**src/rtl/core/pipas_pkg.sv**
```systemverilog
// Shared types and constants for the point-in-polygon angle-sum block.
package pipas_pkg;

    localparam int CORDIC_STEPS = 24;
    localparam int ZW           = 32;

    // Step angles atan(2^-i), 2^32 units per turn.
    function automatic logic [ZW-1:0] step_angle(input logic [4:0] i);
        logic [ZW-1:0] a;
        begin
            case (i)
                5'd0:  a = 32'h20000000;
                5'd1:  a = 32'h12E4051E;
                5'd2:  a = 32'h09FB385B;
                5'd3:  a = 32'h051111D4;
                5'd4:  a = 32'h028B0D43;
                5'd5:  a = 32'h0145D7E1;
                5'd6:  a = 32'h00A2F61E;
                5'd7:  a = 32'h00517C55;
                5'd8:  a = 32'h0028BE53;
                5'd9:  a = 32'h00145F2F;
                5'd10: a = 32'h000A2F98;
                5'd11: a = 32'h000517CC;
                5'd12: a = 32'h00028BE6;
                5'd13: a = 32'h000145F3;
                5'd14: a = 32'h0000A2FA;
                5'd15: a = 32'h0000517D;
                5'd16: a = 32'h000028BE;
                5'd17: a = 32'h0000145F;
                5'd18: a = 32'h00000A30;
                5'd19: a = 32'h00000518;
                5'd20: a = 32'h0000028C;
                5'd21: a = 32'h00000146;
                5'd22: a = 32'h000000A3;
                5'd23: a = 32'h00000051;
                default: a = '0;
            endcase
            return a;
        end
    endfunction

    localparam logic REQ_WRITE = 1'b0;
    localparam logic REQ_QUERY = 1'b1;

    localparam logic [0:0] REG_VERTEX_COUNT = 1'b0;

    typedef enum logic [6:0] {
        ST_IDLE  = 7'b0000001,
        ST_RD    = 7'b0000010,
        ST_EDGE  = 7'b0000100,
        ST_ANG_S = 7'b0001000,
        ST_ANG_T = 7'b0010000,
        ST_NEXT  = 7'b0100000,
        ST_DONE  = 7'b1000000
    } state_t;

endpackage

```
**src/rtl/core/pipas_cordic.sv**
```systemverilog
// Iterative CORDIC vectoring unit: one step a cycle, binary angle out.
module pipas_cordic
    import pipas_pkg::*;
#(
    parameter int DW = 34,
    parameter int AB = 16
)(
    input  logic                 clk,
    input  logic                 rst_n,
    input  logic                 start,
    input  logic signed [DW-1:0] dx,
    input  logic signed [DW-1:0] dy,
    output logic                 done,
    output logic [AB-1:0]        angle
);
    localparam int XW = DW + 18;

    logic signed [XW-1:0] x_reg, x_next, y_reg, y_next;
    logic [ZW-1:0]        z_reg, z_next;
    logic [4:0]           i_reg, i_next;
    logic                 busy_reg, busy_next;
    logic                 done_reg, done_next;
    logic signed [XW-1:0] xs, ys, x0, y0;
    logic [ZW-1:0]        zr;

    always_comb
    begin
        x0 = XW'(dx) <<< 16;
        y0 = XW'(dy) <<< 16;
        xs = x_reg >>> i_reg;
        ys = y_reg >>> i_reg;
        x_next = x_reg;
        y_next = y_reg;
        z_next = z_reg;
        i_next = i_reg;
        busy_next = busy_reg;
        done_next = 1'b0;
        if (start)
        begin
            busy_next = 1'b1;
            i_next = '0;
            if (x0 < 0)
            begin
                if (y0 >= 0)
                begin
                    x_next = y0; y_next = -x0; z_next = 32'h40000000;
                end
                else
                begin
                    x_next = -y0; y_next = x0; z_next = 32'hC0000000;
                end
            end
            else
            begin
                x_next = x0; y_next = y0; z_next = '0;
            end
        end
        else if (busy_reg)
        begin
            if (y_reg >= 0)
            begin
                x_next = x_reg + ys; y_next = y_reg - xs;
                z_next = z_reg + step_angle(i_reg);
            end
            else
            begin
                x_next = x_reg - ys; y_next = y_reg + xs;
                z_next = z_reg - step_angle(i_reg);
            end
            i_next = i_reg + 5'd1;
            if (i_reg == 5'(CORDIC_STEPS - 1))
            begin
                busy_next = 1'b0;
                done_next = 1'b1;
            end
        end
    end

    always_ff @(posedge clk or negedge rst_n)
    begin
        if (!rst_n)
        begin
            busy_reg <= 1'b0;
            done_reg <= 1'b0;
        end
        else
        begin
            busy_reg <= busy_next;
            done_reg <= done_next;
        end
    end

    always_ff @(posedge clk)
    begin
        x_reg <= x_next;
        y_reg <= y_next;
        z_reg <= z_next;
        i_reg <= i_next;
    end

    assign zr    = z_reg + (ZW'(1) << (31 - AB));
    assign angle = zr[ZW-1 -: AB];
    assign done  = done_reg;
endmodule

```
**config.mk**
```make
export PLATFORM = sky130hd
export DESIGN_NAME = pipas_cordic
export DESIGN_NICKNAME = d
export VERILOG_FILES = /design/src/rtl/core/pipas_pkg.sv /design/src/rtl/core/pipas_cordic.sv
export SDC_FILE = /design/constraint.sdc
export NUM_CORES = 1
export LEC_CHECK = 0
export ABC_AREA = 1
export BUFFER_PORTS_ARGS = -buffer_cell sky130_fd_sc_hd__clkbuf_2
export CAP_MARGIN = 25
export CORE_MARGIN = 4
export CORE_UTILIZATION = 30
export DETAILED_ROUTE_END_ITERATION = 8
export SLEW_MARGIN = 20
export SYNTH_ARGS = -nofsm -noshare
export SYNTH_HDL_FRONTEND = slang
export SYNTH_SLANG_ARGS = --single-unit
```
**constraint.sdc**
```tcl
create_clock -name clk -period 6.8 [get_ports clk]
set_clock_uncertainty 0.1 [all_clocks]
set_input_delay 0.34 -clock clk [delete_from_list [all_inputs] [get_ports clk]]
set_output_delay 0.34 -clock clk [all_outputs]
set_load 0.05 [all_outputs]
```
==> results.yml <==
outcome:
  status: "finished, final reports clean"
clock_network:
  cts-buffers-inserted: 17
  cts_htree_levels: 4
  clk_latency_ns: 0.54
  clkSinkCount: 173
  clkTransAtPathRegs_ns: 0.08
  cts-root-buf: "clkbuf_16"
  cts_tree: "built"
  clock_path_buffers: 2
  cts_resized: 0
placed_design:
  port_buffers: 87
  dpl.cell_count: 5651
  gp_routability_congestion: 0.996
  hpwl_um: 89500
layout:
  drive_gt1_share_pct: 5.44
  fin_cells: 5686
  area_growth_pct: 7.65
  nNetsFinal: 4731
  fillerInstances: 10063
logic_synthesis:
  synth-main-ff-cell: "edfxtp_1"
  async_flop_share_pct: 1.16
  syn_nets: 4764
  avgSynthCellArea_um2: 5.88
  ys_warn_count: 0
  ys_types: 62
  netlist_area_um2: 26700
  synthCells: 4540
  synth-seq-area-share_pct: 18.1
  synth_edf_count: 136
  ys_seq_elements: 173
sta:
  max_slew_margin_pct: 27.7
  rsz0062_at_grt: "false"
  setup_viol: 0
  max_freq_mhz: 160
  hold_violations: 0
  tightestPinTransition_ns: 1.08
  slew_violations: 0
  setup_tns_ns: 0
  period_share_pct: 91.9
  fin_crit_ns: 6.25
drt:
  vias: 30966
  drtAntennaViolNets: 0
  drt_wl_total_um: 110000
  viasPerCell: 5.45
  drtPass1Iterations: 6
  drt-initial-drc-count: 3241
  wl_per_cell_um: 19.4
  route.detailed.drc: 0
setup_path:
  worst-setup-path-type: "register to register"
  endpoint_kind: "register"
  cp_max_fo: 42
  cpMostUsedCell: "nand2_1"
  cp.arrival_ns: 6.44
  critical_path.max_stage_delay_ns: 0.71
  required_ns: 6.99
  startpoint_type: "register"
  critPathSlowestCell: "nor4_1"
floorplanning:
  ios: 88
  initial_core_util_pct: 30.2
  row_count: 109
  die-area_um2: 93800
  dieWidth_um: 306
  core_um2: 88400
  die_y_um: 306
global_route:
  grt_pass1_vias: 28018
  grt.total_usage_pct: 22.8
  antenna_found_initial: 2
  grt_pass1_wl_um: 167000
  grt_max_degree: 115
  grt_overflow: 0
power_and_ir_drop:
  p_switching_mw: 11.0
  power.share.clock_pct: 6.2
  leakage_nw: 13.5
  ir_worst_vdd_uv: 338
  power_frac_seq_pct: 14.4
  pwr-share-comb_pct: 79.4
  p_int_mw: 6.82
  swShare_pct: 61.7
  power.density_nw_per_um2: 619
flow_run:
  drv_cap: 0
hold_path:
  holdCritPathClass: "input port to async pin"
[metal layers]
layer  vias to the layer above  GRT usage, %  routed length (um)
li1                      15200             -                   -
met1                     14246          31.2               48500
met2                      1327          34.9               47400
met3                       193          4.03                9090
met4                         0          10.3                5270
met5                         -             0                   0
[cells in the final DEF (no fill, tap or decap), types with 86 or more instances in the layout]
cell type,n
xor2_1,129
inv_1,447
o21ai_0,304
nand3_1,552
edfxtp_1,136
a21oi_1,352
clkbuf_2,86
ha_1,150
nand2_1,1227
nor2_1,452
[logic make-up (layout without fill, tap and decap cells)]
group	Yosys count	count (layout)	share of synthesized area, %
adders and majority gates	153	153	7.26
AOI/OAI and AO/OA	936	936	19.6
buffers and inverters	643	623	9.85
and+or+nand+nor	2442	2442	38.8
xor gates and xnor gates	193	193	6.33
DFF	173	173	18.1
other	0	1	0
[worst paths after layout]
check	start	to	slack, ns	cells past startpoint
setup / recovery	i_reg[2]	x_reg[37]	0.55	28
max in group asynchronous	rst_n	busy_reg	6.28	2
setup reg to reg	i_reg[2]	x_reg[37]	0.55	28
hold reg to reg	busy_reg	i_reg[0]	0.51	2
min in group clk	dx[1]	x_reg[17]	0.14	3
hold / removal	rst_n	done	0.09	2
[area by class of cell]
type,instances,area (um^2),share of cell area (%)
clock inverters,14,164,0.571
multi-input cells,3724,19200,66.9
flip-flops and latches,173,4850,16.9
well taps,1165,1460,5.07
repair buffers,125,821,2.86
clock buffers,18,450,1.57
inverters,466,1750,6.11
diodes,1,2.50,0.00871
[Yosys cell counts (12+ instances only)]
| cell | count | area, um^2 |
|---|---|---|
| clkbuf_1 | 66 | 248 |
| o31ai_1 | 12 | 90.1 |
| buf_6 | 14 | 158 |
| nand2_1 | 1228 | 4610 |
| o21ai_1 | 64 | 320 |
| edfxtp_1 | 136 | 4080 |
| dfxtp_1 | 35 | 701 |
| o211ai_1 | 29 | 218 |
| and2_1 | 23 | 144 |
| ha_1 | 150 | 1880 |
| nand3_1 | 552 | 2760 |
| xor2_1 | 129 | 1130 |
| a21oi_1 | 352 | 1760 |
| nor2_2 | 20 | 125 |
| nor4_1 | 23 | 144 |
| xnor2_1 | 64 | 561 |
| nand4_1 | 33 | 206 |
| buf_1 | 33 | 124 |
| a31oi_1 | 51 | 319 |
| inv_1 | 450 | 1690 |
| nor3_1 | 54 | 270 |
| nand2_2 | 15 | 93.8 |
| o21ai_0 | 304 | 1520 |
| nor2_1 | 452 | 1700 |
| buf_2 | 53 | 265 |
| o21a_1 | 32 | 240 |
[worst max-delay path: cells and delay by family (launching register included)]
family,cells,cell delay (ns)
DFF,1,0.64
xor gates and xnor gates,1,0.12
buffers and inverters,5,0.95
and+or+nand+nor,14,2.46
adders and majority gates,1,0.44
AOI/OAI and AO/OA,7,1.25
[power groups by stage]
stage          logic, mW  clock network [mW]  registers (mW)
2_1_floorplan       10.0                   0            2.07
3_3_place_gp        13.7                   0            2.56
3_5_place_dp        13.7                   0            2.56
4_1_cts             13.8                1.13            2.54
5_1_grt             15.7                1.16            2.57
6_report            14.1                1.09            2.57
[timing repair]
item,CTS,global route
setup endpoints to repair,0,0
hold buffers,1,0
endpoints found under the hold margin,2,0
buffers inserted,0,0
[per-stage QoR]
step | worst slack [ns] | cell area, um^2 | hold WS, ns | power, mW | utilization (%)
floorplan | 2.09 | 26700 | -0.0556 | 12.1 | -
global placement | 0.792 | 28100 | 0.113 | 16.3 | 31.8
detailed placement | 0.822 | 28100 | 0.112 | 16.3 | 31.8
CTS | 0.783 | 28700 | 0.0542 | 17.5 | 32.5
global route | 0.191 | 28700 | 0.0944 | 19.4 | 32.5
finish | 0.548 | 28700 | 0.0904 | 17.8 | 32.5
Power figures use the tool's default switching activity.
